$ cat config.mk
export PLATFORM = sky130hd
export DESIGN_NAME = neighbor_rssi_proximity_table
export DESIGN_NICKNAME = d
export VERILOG_FILES = /design/src/rtl/core/nrpt_pkg.sv /design/src/rtl/core/neighbor_rssi_proximity_table.sv
export SDC_FILE = /design/constraint.sdc
export NUM_CORES = 2
export LEC_CHECK = 0
export ABC_AREA = 0
export BUFFER_PORTS_ARGS = -buffer_cell sky130_fd_sc_hd__buf_2
export CAP_MARGIN = 40
export CORE_UTILIZATION = 45
export CTS_CLUSTER_SIZE = 20
export DETAILED_ROUTE_END_ITERATION = 10
export PLACE_DENSITY_LB_ADDON = 0.2
export SLEW_MARGIN = 40
export SYNTH_ARGS = -nofsm -noshare
export SYNTH_HDL_FRONTEND = slang
export SYNTH_SLANG_ARGS = --single-unit
$ cat constraint.sdc
create_clock -name clock -period 15.3 [get_ports clock]
set_input_delay 0.765 -clock clock [delete_from_list [all_inputs] [get_ports clock]]
set_output_delay 0.765 -clock clock [all_outputs]
set_load 0.01 [all_outputs]
$ cat src/rtl/core/nrpt_pkg.sv
// Shared types, constants and helper functions for the neighbor proximity table.
// Depends on nothing; every module of the block imports it.
`default_nettype none

package nrpt_pkg;

   typedef enum logic [1:0] {
      OP_OBSERVE = 2'd0,
      OP_EXPIRE  = 2'd1,
      OP_REFRESH = 2'd2,
      OP_NONE    = 2'd3
   } opcode_type;

   typedef enum logic [2:0] {
      CSR_OWN_ID       = 3'd0,
      CSR_NEAR_UP      = 3'd1,
      CSR_NEAR_DOWN    = 3'd2,
      CSR_EXPIRE_MS    = 3'd3,
      CSR_DECAY_DELAY  = 3'd4,
      CSR_DECAY_RATE   = 3'd5,
      CSR_PARTY_MIN    = 3'd6,
      CSR_PARTY_WINDOW = 3'd7
   } csr_index_type;

   typedef enum logic [4:0] {
      ST_INIT, ST_IDLE,
      ST_OBS_RD, ST_OBS_CHK, ST_INS_RD, ST_INS_CHK,
      ST_EXP_RD, ST_EXP_CHK,
      ST_REF_RD, ST_REF_M1, ST_REF_M2, ST_REF_OUT,
      ST_REN_RD, ST_REN_CHK, ST_UP_RD, ST_UP_CHK, ST_DN_RD, ST_DN_CHK,
      ST_RESP
   } state_type;

   typedef struct packed {
      opcode_type         opcode;
      logic [23:0]        node_id;
      logic [30:0]        time_ms;
      logic signed [7:0]  rssi_dbm;
      logic               heard_partying;
   } req_type;

   typedef struct packed {
      logic [23:0]        entry_id;
      logic signed [7:0]  entry_rssi;
      logic [7:0]         intensity;
      logic               entry_near;
      logic               entry_party_recent;
      logic [6:0]         near_count;
      logic               party_on;
      logic [6:0]         entry_count;
      logic               dropped;
      logic               last;
   } rsp_type;

   typedef struct packed {
      logic [23:0]        id;
      logic [30:0]        heard;
      logic               heard_ok;
      logic [30:0]        party_time;
      logic               party_ok;
      logic signed [7:0]  rssi;
      logic               near;
      logic               is_self;
   } entry_type;

   localparam logic signed [7:0] NEAR_UP_RESET     = -8'sd69;
   localparam logic signed [7:0] NEAR_DOWN_RESET   = -8'sd75;
   localparam logic [19:0]       EXPIRE_RESET      = 20'd10000;
   localparam logic [19:0]       DECAY_DELAY_RESET = 20'd3000;
   localparam logic [5:0]        DECAY_RATE_RESET  = 6'd5;
   localparam logic [6:0]        PARTY_MIN_RESET   = 7'd3;
   localparam logic [19:0]       PARTY_WIN_RESET   = 20'd3000;
   localparam logic signed [7:0] SELF_RSSI         = 8'sd20;

   localparam logic signed [7:0] INT_FLOOR_DBM = -8'sd90;
   localparam logic signed [7:0] INT_CEIL_DBM  = -8'sd40;
   localparam logic [14:0]       RECIP_50      = 15'd20972;   // ceil(2^20 / 50)

   // Decay products at or beyond this give a drop of 256 dB or more, which is
   // already past every threshold; below it the divide by 1000 is exact.
   localparam logic [36:0]       DECAY_SAT     = 37'd256000;
   localparam logic [18:0]       RECIP_1000    = 19'd268436;  // ceil(2^28 / 1000)

   function automatic logic [31:0] id_hash(input logic [23:0] id);
      logic [31:0] h;
      h = {8'd0, id};
      h = h ^ (h << 13);
      h = h ^ (h >> 17);
      h = h ^ (h << 5);
      return h;
   endfunction

   // (rssi + 90) * 255 / 50, clipped to 0 and 255.
   function automatic logic [7:0] intensity_of(input logic signed [7:0] r);
      logic [8:0]  rx;
      logic [13:0] scaled;
      logic [28:0] prod;
      rx     = 9'({r[7], r} + 9'sd90);
      scaled = 14'(rx[5:0]) * 14'd255;
      prod   = 29'(scaled) * 29'(RECIP_50);
      if (r <= INT_FLOOR_DBM) begin
         return 8'd0;
      end else if (r >= INT_CEIL_DBM) begin
         return 8'd255;
      end
      return prod[27:20];
   endfunction

endpackage

`default_nettype wire

$ cat src/rtl/core/neighbor_rssi_proximity_table.sv
// Top level of the neighbor proximity table: sequencer, slot memory and result register.
// Depends on nrpt_pkg for the payload structs, state codes and hash/intensity functions.
`default_nettype none

// The table holds up to TABLE_DEPTH neighbor entries in one synchronous memory, kept in
// descending order of a 32-bit xorshift hash of the identifier, with the self entry
// always present. A single read port and a single write port carry every access, and
// each slot visit is a read followed by a check/write step. An observe of a known
// neighbor scans the slots up to the match; an observe of a new neighbor scans all used
// slots and, if there is room, then walks up from the end. Expire visits every used slot.
// Refresh handles each entry in turn (read, decay multiply, divide-by-1000 multiply,
// write back and result) and waits on any output stall, giving one result transfer per
// entry with the near count and party decision on the last one. Every other operation
// gives a single result transfer. After reset the block first writes the self entry into
// slot 0. Writing own_id starts a rename pass that finds the self entry and moves it to
// its new place; requests are held off meanwhile.
module neighbor_rssi_proximity_table
   import nrpt_pkg::*;
#(
   parameter int TABLE_DEPTH = 16
) (
   input  wire logic        clock,
   input  wire logic        reset,
   input  wire logic        req_valid,
   output logic             req_ready,
   input  wire req_type     req_data,
   output logic             rsp_valid,
   input  wire logic        rsp_ready,
   output rsp_type          rsp_data,
   input  wire logic        csr_we,
   input  wire logic [2:0]  csr_index,
   input  wire logic [23:0] csr_wdata
);

   localparam int IW = (TABLE_DEPTH > 1) ? $clog2(TABLE_DEPTH) : 1;
   localparam int CW = $clog2(TABLE_DEPTH + 1);
   localparam logic [CW-1:0] DEPTH_C = CW'(TABLE_DEPTH);

   // Configuration registers.
   logic [23:0]       own_id_ff;
   logic signed [7:0] near_up_ff, near_down_ff;
   logic [19:0]       expire_ff, delay_ff, window_ff;
   logic [5:0]        rate_ff;
   logic [6:0]        min_near_ff;

   // Control and working registers.
   state_type         state_ff, state_in;
   req_type           req_ff, req_in;
   logic [CW-1:0]     used_ff, used_in;
   logic [CW-1:0]     scan_ff, scan_in;
   logic [CW-1:0]     put_ff, put_in;
   logic              party_latch_ff, party_latch_in;
   logic              ren_pend_ff, ren_pend_in;
   logic              drop_ff, drop_in;
   entry_type         cur_ff, cur_in;
   logic [36:0]       p_ff, p_in;
   logic [8:0]        q_ff, q_in;
   logic              decay_on_ff, decay_on_in;
   logic              recent_ff, recent_in;
   logic [6:0]        near_cnt_ff, near_cnt_in;
   logic              recent_any_ff, recent_any_in;
   logic              rsp_valid_ff, rsp_valid_in;
   rsp_type           rsp_data_ff, rsp_data_in;

   // Slot memory.
   entry_type         slot_mem [TABLE_DEPTH];
   entry_type         mem_rdata_ff;
   logic              mem_we, mem_re;
   logic [IW-1:0]     mem_waddr, mem_raddr;
   entry_type         mem_wdata;

   // Shared combinational terms.
   entry_type          rd;
   logic [31:0]        rd_hash, cur_hash;
   logic               out_free, req_fire, scan_end;
   logic [CW-1:0]      scan_nx, put_nx, put_pv;
   logic signed [32:0] now_s, rd_age, excess, party_age;
   logic signed [8:0]  err, half;
   logic [36:0]        q_prod;
   logic signed [9:0]  dec;
   logic               near_new, gone, cnt_hit;
   logic [6:0]         cnt_new;
   entry_type          upd;

   assign rd        = mem_rdata_ff;
   assign rd_hash   = id_hash(rd.id);
   assign cur_hash  = id_hash(cur_ff.id);
   assign out_free  = !rsp_valid_ff || rsp_ready;
   assign req_fire  = req_valid && req_ready;
   assign scan_nx   = scan_ff + CW'(1);
   assign put_nx    = put_ff + CW'(1);
   assign put_pv    = put_ff - CW'(1);
   assign scan_end  = (scan_nx == used_ff);

   assign now_s     = $signed({2'b00, req_ff.time_ms});
   assign rd_age    = now_s - $signed({2'b00, rd.heard});
   assign excess    = rd_age - $signed({13'd0, delay_ff});
   assign party_age = now_s - $signed({2'b00, rd.party_time});
   assign gone      = !rd.is_self && rd.heard_ok && (rd_age > $signed({13'd0, expire_ff}));

   // Observe smoothing: move halfway to the new reading, rounding toward zero.
   assign err  = $signed({req_ff.rssi_dbm[7], req_ff.rssi_dbm}) - $signed({rd.rssi[7], rd.rssi});
   assign half = $signed(err + $signed({8'd0, err[8]})) >>> 1;

   assign q_prod = 37'(p_ff[17:0]) * 37'(RECIP_1000);

   // Decayed rssi and near hysteresis for the entry held in cur_ff.
   assign dec = $signed({{2{cur_ff.rssi[7]}}, cur_ff.rssi})
              - (decay_on_ff ? $signed({1'b0, q_ff}) : 10'sd0);
   always_comb begin
      near_new = cur_ff.near;
      if (dec >= $signed({{2{near_up_ff[7]}}, near_up_ff}) && !cur_ff.near) begin
         near_new = 1'b1;
      end else if (dec <= $signed({{2{near_down_ff[7]}}, near_down_ff}) && cur_ff.near) begin
         near_new = 1'b0;
      end
   end
   assign cnt_new = near_cnt_ff + 7'(near_new);
   assign cnt_hit = (cnt_new >= min_near_ff);

   always_comb begin
      upd            = rd;
      upd.heard      = req_ff.time_ms;
      upd.heard_ok   = 1'b1;
      upd.rssi       = 8'(rd.rssi + half[7:0]);
      upd.party_time = req_ff.time_ms;
      upd.party_ok   = req_ff.heard_partying;
   end

   // Next state.
   always_comb begin
      state_in = state_ff;
      unique case (state_ff)
         ST_INIT: state_in = ST_IDLE;
         ST_IDLE: begin
            if (ren_pend_ff) begin
               state_in = ST_REN_RD;
            end else if (req_fire) begin
               unique case (req_data.opcode)
                  OP_OBSERVE: state_in = ST_OBS_RD;
                  OP_EXPIRE:  state_in = ST_EXP_RD;
                  OP_REFRESH: state_in = ST_REF_RD;
                  default:    state_in = ST_RESP;
               endcase
            end
         end
         ST_OBS_RD:  state_in = ST_OBS_CHK;
         ST_OBS_CHK: begin
            if (rd.id == req_ff.node_id) begin
               state_in = ST_RESP;
            end else if (scan_end) begin
               state_in = (used_ff < DEPTH_C) ? ST_INS_RD : ST_RESP;
            end else begin
               state_in = ST_OBS_RD;
            end
         end
         ST_INS_RD:  state_in = (put_ff == '0) ? ST_RESP : ST_INS_CHK;
         ST_INS_CHK: state_in = (cur_hash > rd_hash) ? ST_INS_RD : ST_RESP;
         ST_EXP_RD:  state_in = ST_EXP_CHK;
         ST_EXP_CHK: state_in = scan_end ? ST_RESP : ST_EXP_RD;
         ST_REF_RD:  state_in = ST_REF_M1;
         ST_REF_M1:  state_in = ST_REF_M2;
         ST_REF_M2:  state_in = ST_REF_OUT;
         ST_REF_OUT: begin
            if (out_free) begin
               state_in = scan_end ? ST_IDLE : ST_REF_RD;
            end
         end
         ST_REN_RD:  state_in = ST_REN_CHK;
         ST_REN_CHK: begin
            if (rd.is_self) begin
               state_in = ST_UP_RD;
            end else if (scan_end) begin
               state_in = ST_IDLE;
            end else begin
               state_in = ST_REN_RD;
            end
         end
         ST_UP_RD:   state_in = (put_ff == '0) ? ST_DN_RD : ST_UP_CHK;
         ST_UP_CHK:  state_in = (cur_hash > rd_hash) ? ST_UP_RD : ST_DN_RD;
         ST_DN_RD:   state_in = (put_nx >= used_ff) ? ST_IDLE : ST_DN_CHK;
         ST_DN_CHK:  state_in = (cur_hash < rd_hash) ? ST_DN_RD : ST_IDLE;
         ST_RESP:    state_in = out_free ? ST_IDLE : ST_RESP;
         default:    state_in = ST_IDLE;
      endcase
   end

   // Datapath, memory control and result register loads.
   always_comb begin
      req_ready      = 1'b0;
      req_in         = req_ff;
      used_in        = used_ff;
      scan_in        = scan_ff;
      put_in         = put_ff;
      party_latch_in = party_latch_ff;
      ren_pend_in    = ren_pend_ff;
      drop_in        = drop_ff;
      cur_in         = cur_ff;
      p_in           = p_ff;
      q_in           = q_ff;
      decay_on_in    = decay_on_ff;
      recent_in      = recent_ff;
      near_cnt_in    = near_cnt_ff;
      recent_any_in  = recent_any_ff;
      rsp_valid_in   = rsp_valid_ff && !rsp_ready;
      rsp_data_in    = rsp_data_ff;
      mem_we         = 1'b0;
      mem_re         = 1'b0;
      mem_waddr      = put_ff[IW-1:0];
      mem_raddr      = scan_ff[IW-1:0];
      mem_wdata      = cur_ff;

      unique case (state_ff)
         ST_INIT: begin
            mem_we             = 1'b1;
            mem_waddr          = '0;
            mem_wdata          = '0;
            mem_wdata.id       = own_id_ff;
            mem_wdata.rssi     = SELF_RSSI;
            mem_wdata.near     = 1'b1;
            mem_wdata.is_self  = 1'b1;
         end
         ST_IDLE: begin
            req_ready = !ren_pend_ff;
            scan_in   = '0;
            put_in    = '0;
            if (ren_pend_ff) begin
               ren_pend_in = 1'b0;
            end else if (req_fire) begin
               req_in        = req_data;
               drop_in       = 1'b0;
               near_cnt_in   = '0;
               recent_any_in = 1'b0;
            end
         end
         ST_OBS_RD, ST_EXP_RD, ST_REF_RD, ST_REN_RD: begin
            mem_re = 1'b1;
         end
         ST_OBS_CHK: begin
            if (rd.id == req_ff.node_id) begin
               if (!rd.heard_ok || req_ff.time_ms > rd.heard) begin
                  mem_we    = 1'b1;
                  mem_waddr = scan_ff[IW-1:0];
                  mem_wdata = upd;
               end
            end else if (scan_end) begin
               if (used_ff < DEPTH_C) begin
                  cur_in.id         = req_ff.node_id;
                  cur_in.heard      = req_ff.time_ms;
                  cur_in.heard_ok   = 1'b1;
                  cur_in.party_time = req_ff.time_ms;
                  cur_in.party_ok   = req_ff.heard_partying;
                  cur_in.rssi       = req_ff.rssi_dbm;
                  cur_in.near       = (req_ff.rssi_dbm >= near_up_ff);
                  cur_in.is_self    = 1'b0;
                  put_in            = used_ff;
               end else begin
                  drop_in = 1'b1;
               end
            end else begin
               scan_in = scan_nx;
            end
         end
         ST_INS_RD: begin
            if (put_ff == '0) begin
               mem_we  = 1'b1;
               used_in = used_ff + CW'(1);
            end else begin
               mem_re    = 1'b1;
               mem_raddr = put_pv[IW-1:0];
            end
         end
         ST_INS_CHK: begin
            mem_we = 1'b1;
            if (cur_hash > rd_hash) begin
               mem_wdata = rd;
               put_in    = put_pv;
            end else begin
               used_in = used_ff + CW'(1);
            end
         end
         ST_EXP_CHK: begin
            // Survivors are packed down toward slot 0 in their original order.
            scan_in = scan_nx;
            if (!gone) begin
               mem_we    = 1'b1;
               mem_wdata = rd;
               put_in    = put_nx;
            end
            if (scan_end) begin
               used_in = gone ? put_ff : put_nx;
            end
         end
         ST_REF_M1: begin
            cur_in      = rd;
            decay_on_in = rd.heard_ok && (rd_age > $signed({13'd0, delay_ff}));
            p_in        = 37'(rate_ff) * 37'(excess[30:0]);
            recent_in   = rd.party_ok && (party_age < $signed({13'd0, window_ff}));
         end
         ST_REF_M2: begin
            q_in = (p_ff >= DECAY_SAT) ? 9'd256 : q_prod[36:28];
         end
         ST_REF_OUT: begin
            if (out_free) begin
               mem_we                         = 1'b1;
               mem_waddr                      = scan_ff[IW-1:0];
               mem_wdata.near                 = near_new;
               near_cnt_in                    = cnt_new;
               recent_any_in                  = recent_any_ff || recent_ff;
               scan_in                        = scan_nx;
               rsp_valid_in                   = 1'b1;
               rsp_data_in                    = '0;
               rsp_data_in.entry_id           = cur_ff.id;
               rsp_data_in.entry_rssi         = cur_ff.rssi;
               rsp_data_in.intensity          = intensity_of(cur_ff.rssi);
               rsp_data_in.entry_near         = near_new;
               rsp_data_in.entry_party_recent = recent_ff;
               rsp_data_in.entry_count        = 7'(used_ff);
               if (scan_end) begin
                  party_latch_in           = cnt_hit;
                  rsp_data_in.near_count   = cnt_new;
                  rsp_data_in.party_on     = recent_any_ff || recent_ff || cnt_hit;
                  rsp_data_in.last         = 1'b1;
               end
            end
         end
         ST_REN_CHK: begin
            if (rd.is_self) begin
               cur_in    = rd;
               cur_in.id = own_id_ff;
               put_in    = scan_ff;
            end else begin
               scan_in = scan_nx;
            end
         end
         ST_UP_RD: begin
            if (put_ff != '0) begin
               mem_re    = 1'b1;
               mem_raddr = put_pv[IW-1:0];
            end
         end
         ST_UP_CHK: begin
            if (cur_hash > rd_hash) begin
               mem_we    = 1'b1;
               mem_wdata = rd;
               put_in    = put_pv;
            end
         end
         ST_DN_RD: begin
            if (put_nx >= used_ff) begin
               mem_we = 1'b1;
            end else begin
               mem_re    = 1'b1;
               mem_raddr = put_nx[IW-1:0];
            end
         end
         ST_DN_CHK: begin
            mem_we = 1'b1;
            if (cur_hash < rd_hash) begin
               mem_wdata = rd;
               put_in    = put_nx;
            end
         end
         ST_RESP: begin
            if (out_free) begin
               rsp_valid_in            = 1'b1;
               rsp_data_in             = '0;
               rsp_data_in.entry_count = 7'(used_ff);
               rsp_data_in.dropped     = drop_ff;
               rsp_data_in.last        = 1'b1;
            end
         end
         default: begin
         end
      endcase

      // A new own_id always schedules a rename pass, even while one is running.
      if (csr_we && (csr_index == CSR_OWN_ID)) begin
         ren_pend_in = 1'b1;
      end
   end

   always_ff @(posedge clock) begin
      if (mem_we) begin
         slot_mem[mem_waddr] <= mem_wdata;
      end
      if (mem_re) begin
         mem_rdata_ff <= slot_mem[mem_raddr];
      end
   end

   always_ff @(posedge clock) begin
      if (reset) begin
         own_id_ff    <= '0;
         near_up_ff   <= NEAR_UP_RESET;
         near_down_ff <= NEAR_DOWN_RESET;
         expire_ff    <= EXPIRE_RESET;
         delay_ff     <= DECAY_DELAY_RESET;
         rate_ff      <= DECAY_RATE_RESET;
         min_near_ff  <= PARTY_MIN_RESET;
         window_ff    <= PARTY_WIN_RESET;
      end else if (csr_we) begin
         unique case (csr_index)
            CSR_OWN_ID:       own_id_ff    <= csr_wdata;
            CSR_NEAR_UP:      near_up_ff   <= csr_wdata[7:0];
            CSR_NEAR_DOWN:    near_down_ff <= csr_wdata[7:0];
            CSR_EXPIRE_MS:    expire_ff    <= csr_wdata[19:0];
            CSR_DECAY_DELAY:  delay_ff     <= csr_wdata[19:0];
            CSR_DECAY_RATE:   rate_ff      <= csr_wdata[5:0];
            CSR_PARTY_MIN:    min_near_ff  <= csr_wdata[6:0];
            CSR_PARTY_WINDOW: window_ff    <= csr_wdata[19:0];
            default: begin
            end
         endcase
      end
   end

   always_ff @(posedge clock) begin
      if (reset) begin
         state_ff       <= ST_INIT;
         used_ff        <= CW'(1);
         party_latch_ff <= 1'b0;
         ren_pend_ff    <= 1'b0;
         rsp_valid_ff   <= 1'b0;
      end else begin
         state_ff       <= state_in;
         used_ff        <= used_in;
         party_latch_ff <= party_latch_in;
         ren_pend_ff    <= ren_pend_in;
         rsp_valid_ff   <= rsp_valid_in;
      end
   end

   always_ff @(posedge clock) begin
      req_ff        <= req_in;
      scan_ff       <= scan_in;
      put_ff        <= put_in;
      drop_ff       <= drop_in;
      cur_ff        <= cur_in;
      p_ff          <= p_in;
      q_ff          <= q_in;
      decay_on_ff   <= decay_on_in;
      recent_ff     <= recent_in;
      near_cnt_ff   <= near_cnt_in;
      recent_any_ff <= recent_any_in;
      rsp_data_ff   <= rsp_data_in;
   end

   assign rsp_valid = rsp_valid_ff;
   assign rsp_data  = rsp_data_ff;

endmodule

`default_nettype wire

---- Word level (Yosys, flattened, before mapping) ----
Memories as Yosys holds them, arrays and structs flattened. A register that Yosys moved wholly into a read port is not among the register bits.
Cells that the tools add are included.
word-level totals
  logic and storage cells ................. 286
  register bits after elaboration ......... 413
  input bits .............................. 98
  memories kept ........................... 1
  output and inout bits ................... 61
  memory bits (writable) .................. 1568
memory list
  memory    depth  width  read ports  clocked after memory_dff  wr ports  line                                 RTL
  slot_mem  16     98     1           1                         1         neighbor_rssi_proximity_table.sv:66  entry_type slot_mem [TABLE_DEPTH];
operators by class
  reductions and logical operators ........ 53
  add/sub/neg operators ................... 13
  bitwise gates (word level) .............. 7
  mux-type cells .......................... 104
  $lt $le $gt $ge ......................... 15
  multipliers ............................. 4
  equal/unequal tests ..................... 46
operators by type and width
  operator                count
  $mux 98                 9
  $pmux 96 s5             1
  $pmux 98 s3             1
  $mux 5                  28
  $mux 59                 2
  $pmux 59 s2             1
  $pmux 5 s18             1
  $gt 32x21->1            2
  $sub 31x31->32          2
  $xor 24x32->32          2
  $xor 32x15->32          2
  $xor 32x32->32          2
  $eq 5x4->1 const B      8
  $ge 37x18->1 const B    1
  $mul 6x31->37           1
  $mux 4                  9
  $mul 18x17->35 const B  1
  $gt 32x32->1            1
  $lt 32x21->1            1
  $lt 32x32->1            1
  $mux 8                  4
  $gt 31x31->1            1
  $mux 1                  31
  $sub 31x21->31          1
  other kinds (64)        129

---- Depth between registers and ports, before layout ----
  depth in word-level cells ............... 12
  gate-level depth with buffers ........... 39
  mapped depth without buffers ............ 39

---- Least setup slack after synthesis ----
No wires, ideal clock.
  kind .................................... reg2reg
  start point ............................. register put_ff[0]
  end point ............................... register mem_rdata_ff[0] (netlist name)
  path buffers ............................ 1
  data required time ...................... 14610 ps
  setup time .............................. 690 ps
  clock period less this slack ............ 9820 ps
  arrival ................................. 9130 ps
  cell stages (with the launch flop) ...... 12
  slack ................................... 5480 ps
  cell sequence ........................... edfxtp_1 -> clkbuf_1 -> inv_1 -> ha_1 -> ha_1 -> a21o_1 -> a21o_1 -> a21oi_1 -> o21ai_0 -> nor2_1 -> nor2_1 -> o21ai_0
on the way
  word-level cells in the longest chain between the ends .. 4
  elaborated cells on any way between the ends .. 13
  classes of those cells .................. 2 x add/sub; 1 x order compare; 8 x mux; 2 x reduce/logical
ends and longest elaborated chain
  item                    line                                  RTL
  from (decl)             neighbor_rssi_proximity_table.sv:51   logic [CW-1:0] put_ff, put_in;
  from (signal assigned)  neighbor_rssi_proximity_table.sv:437  put_ff <= put_in;
  $add 5x1->5             neighbor_rssi_proximity_table.sv:91   assign put_nx = put_ff + CW'(1);
  $ge 5x5->1              neighbor_rssi_proximity_table.sv:350  if (put_nx >= used_ff) begin
  $mux 1                  neighbor_rssi_proximity_table.sv:350
  $pmux 1 s4 *            neighbor_rssi_proximity_table.sv:213  unique case (state_ff)
  named net mem_re        neighbor_rssi_proximity_table.sv:68   logic mem_we, mem_re;
Mark *: on every way through the listed nets, which the timed path passes. The rest lies on a longest branch.
A chain may end at the register's enable or synchronous reset.

---- Worst setup path in the final report ----
  start point ............................. register cur_ff[3] (netlist name)
  end point ............................... register rsp_data_ff (netlist bit rsp_data[26]), data pin
on the way
  word-level cells in the longest chain between the ends .. 8
  elaborated cells on any way between the ends .. 13
  classes of those cells .................. 1 x add/sub; 2 x mul; 2 x order compare; 8 x mux
ends and longest elaborated chain
  item                                                    line                                  RTL
  from (decl)                                             neighbor_rssi_proximity_table.sv:55   entry_type cur_ff, cur_in;
  from (signal assigned)                                  neighbor_rssi_proximity_table.sv:439  cur_ff <= cur_in;
  branches (longest 5 deep; another with $mul 14x13->26)  n/a
  $mux 8 *                                                nrpt_pkg.sv:106                       return prod[27:20];
  $mux 59 *                                               neighbor_rssi_proximity_table.sv:304  if (out_free) begin
  $pmux 59 s2 *                                           neighbor_rssi_proximity_table.sv:213
  to (signal assigned)                                    neighbor_rssi_proximity_table.sv:446  rsp_data_ff <= rsp_data_in;
  to (decl)                                               neighbor_rssi_proximity_table.sv:63   rsp_type rsp_data_ff, rsp_data_in;
Mark *: on every way between the ends. The select of a mux whose other input is x is not followed.

==> metrics.csv <==
stage;metric;value;unit
hold_path;Min-Delay Path Depth;1;
layout;commonest cells after routing, fill and taps aside;1952 x edfxtp_1, 968 x nand2_1, 650 x a21oi_1, 608 x inv_1, 544 x ha_1;
critical_path;Startpoint Class;register;
layout;layout cells sized above 1;8.02;%
placement;# port buffers;156;
global_routing;initial antenna violation count;35;
layout;fill count;19800;
critical_path;CP arrival;11.26;ns
pwr;PwrDens;251;mW/mm^2
timing;maximum clock rate;0.0937;GHz
yosys;Unique masters post-synth;90;
critical_path;Reg-to-Reg Start;cur_ff[3]$_DFFE_PP_;
clock_tree;CTS resizes;0;
critical_path;CP most frequent cell;fa_1;
global_routing;vias in the first global route;65700;
die;Die Span Y;482;um
yosys;sequential fraction of the synthesis area;58.8;%
route;routed length per placed instance;25.7;um
die;core area;0.230;mm^2
hold_path;worst hold path type;in -> reg;
clock_tree;total clock sinks;2077;
critical_path;critical path fanouts, max;12;
critical_path;r2r worst-path depth;38;
clock_tree;CTS Buffer Depth;3;
die;row cnt;176;
critical_path;CP required;15.89;ns
clock_tree;clock-pin slew on the worst setup and hold paths;0.06;ns
die;Top Ports;159;
yosys;Synth area leaders;edfxtp_1 56%, ha_1 6.6%, fa_1 4.5%, mux2i_1 3.9%, nand2_1 3.5%;
layout;commonest non-fill, non-tap cell in the layout;edfxtp_1;
yosys;share of the synthesized area in the top cell type;56.4;%
yosys;EDFF count, synth;1952;
die;die footprint;0.233;mm^2
timing;slew margin rel.;35.3;%
yosys;synthesized cell area;0.104;mm^2
yosys;asr flop ratio synth;0;%
global_routing;GRT overflow;0;
pwr;overall power;29.1;mW
timing;Final setup viols;0;
yosys;synthesized instance count;8226;
global_routing;pin count of the biggest net entering global routing;194;
global_routing;met1 usage;35.8;%
timing;Tmin final;10.67;ns
timing;worst slew pin tran;0.970;ns
clock_tree;CTS tree;built;
pwr;Leak;44.0;nW
global_routing;M3 GR Usage;3.28;%
layout;nets;9181;
clock_tree;worst-skew pair later-pin latency;0.90;ns
global_routing;global-route usage over all layers;25.1;%
placement;Detail Placement HPWL;185000;um
yosys;post-synth top area cell;edfxtp_1;
global_routing;met2 Use GR;40.4;%
layout;register area;0.0611;mm^2
route;via count;67900;
critical_path;Critical Path Sink Type;register;
critical_path;capturing point of the worst reg2reg path;rsp_data[26]$_SDFFCE_PP0P_;
clock_tree;total CTS buffers;212;
yosys;Most used DFF post-synth;edfxtp_1;
yosys;mean post-synth cell area;12.6;um^2
clock_tree;root buf cell;clkbuf_16;
pwr;worst vdd rail ir drop;0.00123;V
timing;fin crit share;69.8;%
hold_path;hold path start;req_data[24];
clock_tree;htree depth;4;
critical_path;FF-to-FF setup slack;4.63;ns
route;DR DRC count;0;
route;post-DR vias/cell;5.89;
hold_path;Hold EP;now_s[15]$_DFFE_PP_;
layout;Layout area overhead;11.5;%
run_status;status;finished clean;
yosys;#FFs+latches synth;2077;
route;first-pass detailed-route iteration total;8;
route;antenna-violating nets left;0;
die;Initial Util;45.2;%
global_routing;first-pass GRT wire length;433000;um
die;die width;482;um
yosys;synth warn;0;
timing;total negative slack;0;ns
critical_path;Worst path slowest cell;fa_1;
critical_path;kind of critical path;reg -> reg;
layout;Multi-input gate area;0.0391;mm^2
route;WL final;296000;um
job;max-cap viol count;0;
timing;Slew Limit Fails;0;
timing;RSZ-0062 raised after global routing;no;
timing;Layout Skew;0.0867;ns
critical_path;Critical Path Start;cur_ff[3]$_DFFE_PP_;
global_routing;busiest grt layer;met2;
timing;Final Hold Violating Endpoints;0;
placement;Placer Congestion;0.922;
route;initial drt markers;6823;
critical_path;CP peak stage delay;0.78;ns
-- layer usage --
| layer | vias up | wire [um] |
|---|---|---|
| li1 | 30600 | - |
| met1 | 34400 | 130000 |
| met2 | 2550 | 138000 |
| met3 | 398 | 21100 |
| met4 | 14 | 7260 |
| met5 | - | 99 |
-- report_power, final --
part | internal [mW] | switching [mW]
logic | 6.73 | 9.72
registers | 7.29 | 0.208
clock network | 2.88 | 2.26
-- worst max-delay path: cells and delay by family (launching register included) --
kind	cells	cell delay, ns
adders and majority gates	11	5.17
xor gates and xnor gates	3	0.78
DFF	1	0.60
buffers and inverters	6	0.69
and+or+nand+nor	5	0.82
AOI/OAI and AO/OA	13	2.33
-- synthesized netlist by cell type, types with 46 or more instances --
master and count:
and2_1 91, a21oi_1 652, nand4_1 46, nor2_1 235
a22oi_1 91, clkbuf_1 344, or4_1 102, nand2b_1 51
inv_1 609, and3_1 46, a21o_1 84, mux2i_1 407
o21ai_0 216, nor2b_1 100, buf_2 65, edfxtp_1 1952
a221oi_1 396, nor3_1 51, ha_1 544, fa_1 235
nand2_1 972, xor2_1 93, xnor2_1 235, nand3_1 58
dfxtp_1 125
-- kinds of logic after synthesis --
kind of cell | after synthesis | share of synthesized area, %
compound gates | 1747 | 11.2
xor+xnor | 329 | 2.78
fa+ha+maj | 779 | 11.1
buf+inv | 1047 | 3.88
flops | 2077 | 58.8
mux | 410 | 3.95
other cells | 1 | 0.00361
simple gates | 1836 | 8.22
-- cell type report --
cell class | count | share of cell area [%]
Sequential cell | 2077 | 52.8
Inverter | 609 | 1.98
Multi-Input combinational cell | 5103 | 33.8
Timing Repair Buffer | 301 | 2.20
Antenna cell | 13 | 0.0281
Clock buffer | 254 | 4.77
Clock inverter | 137 | 1.22
Tap cell | 3026 | 3.27
-- worst max-delay path by stage --
stage	cells after the start	slack [ns]	end
after floorplan	11	5.48	mem_rdata_ff[0]$_DFFE_PP_
after global placement	38	4.73	rsp_data[26]$_SDFFCE_PP0P_
after detailed placement	38	4.66	rsp_data[26]$_SDFFCE_PP0P_
after CTS	38	4.58	rsp_data[26]$_SDFFCE_PP0P_
after global routing	38	3.87	rsp_data[26]$_SDFFCE_PP0P_
final	38	4.63	rsp_data[26]$_SDFFCE_PP0P_
-- state kept, by name, indices dropped and copies added (netlist names), 24 cells and up --
register and count:
rsp_data 57, cur_ff 98, now_s 31, slot_mem 1568, own_id_ff 24, mem_rdata_ff 98, p_ff 37, req_ff 33
-- metrics by stage --
step                hold slack (ns)  setup WS (ns)  util, %  instance area (um^2)  cells
finish                       0.0677           4.63     50.4                116000  11500
global route                 0.0167           3.87     50.4                116000  11500
CTS                        0.000117           4.58     50.3                116000  11500
detailed placement            0.447           4.66     47.3                109000  11100
global placement              0.443           4.73     47.0                108000  11100
floorplan                     0.434           5.48        -                104000   8227
-- what timing repair did --
| action | in CTS | in global routing |
|---|---|---|
| hold buffers | 6 | 0 |
| buffers inserted | 0 | 0 |
| hold endpoints to repair | 6 | 0 |
(Power assumes the default switching activity.)
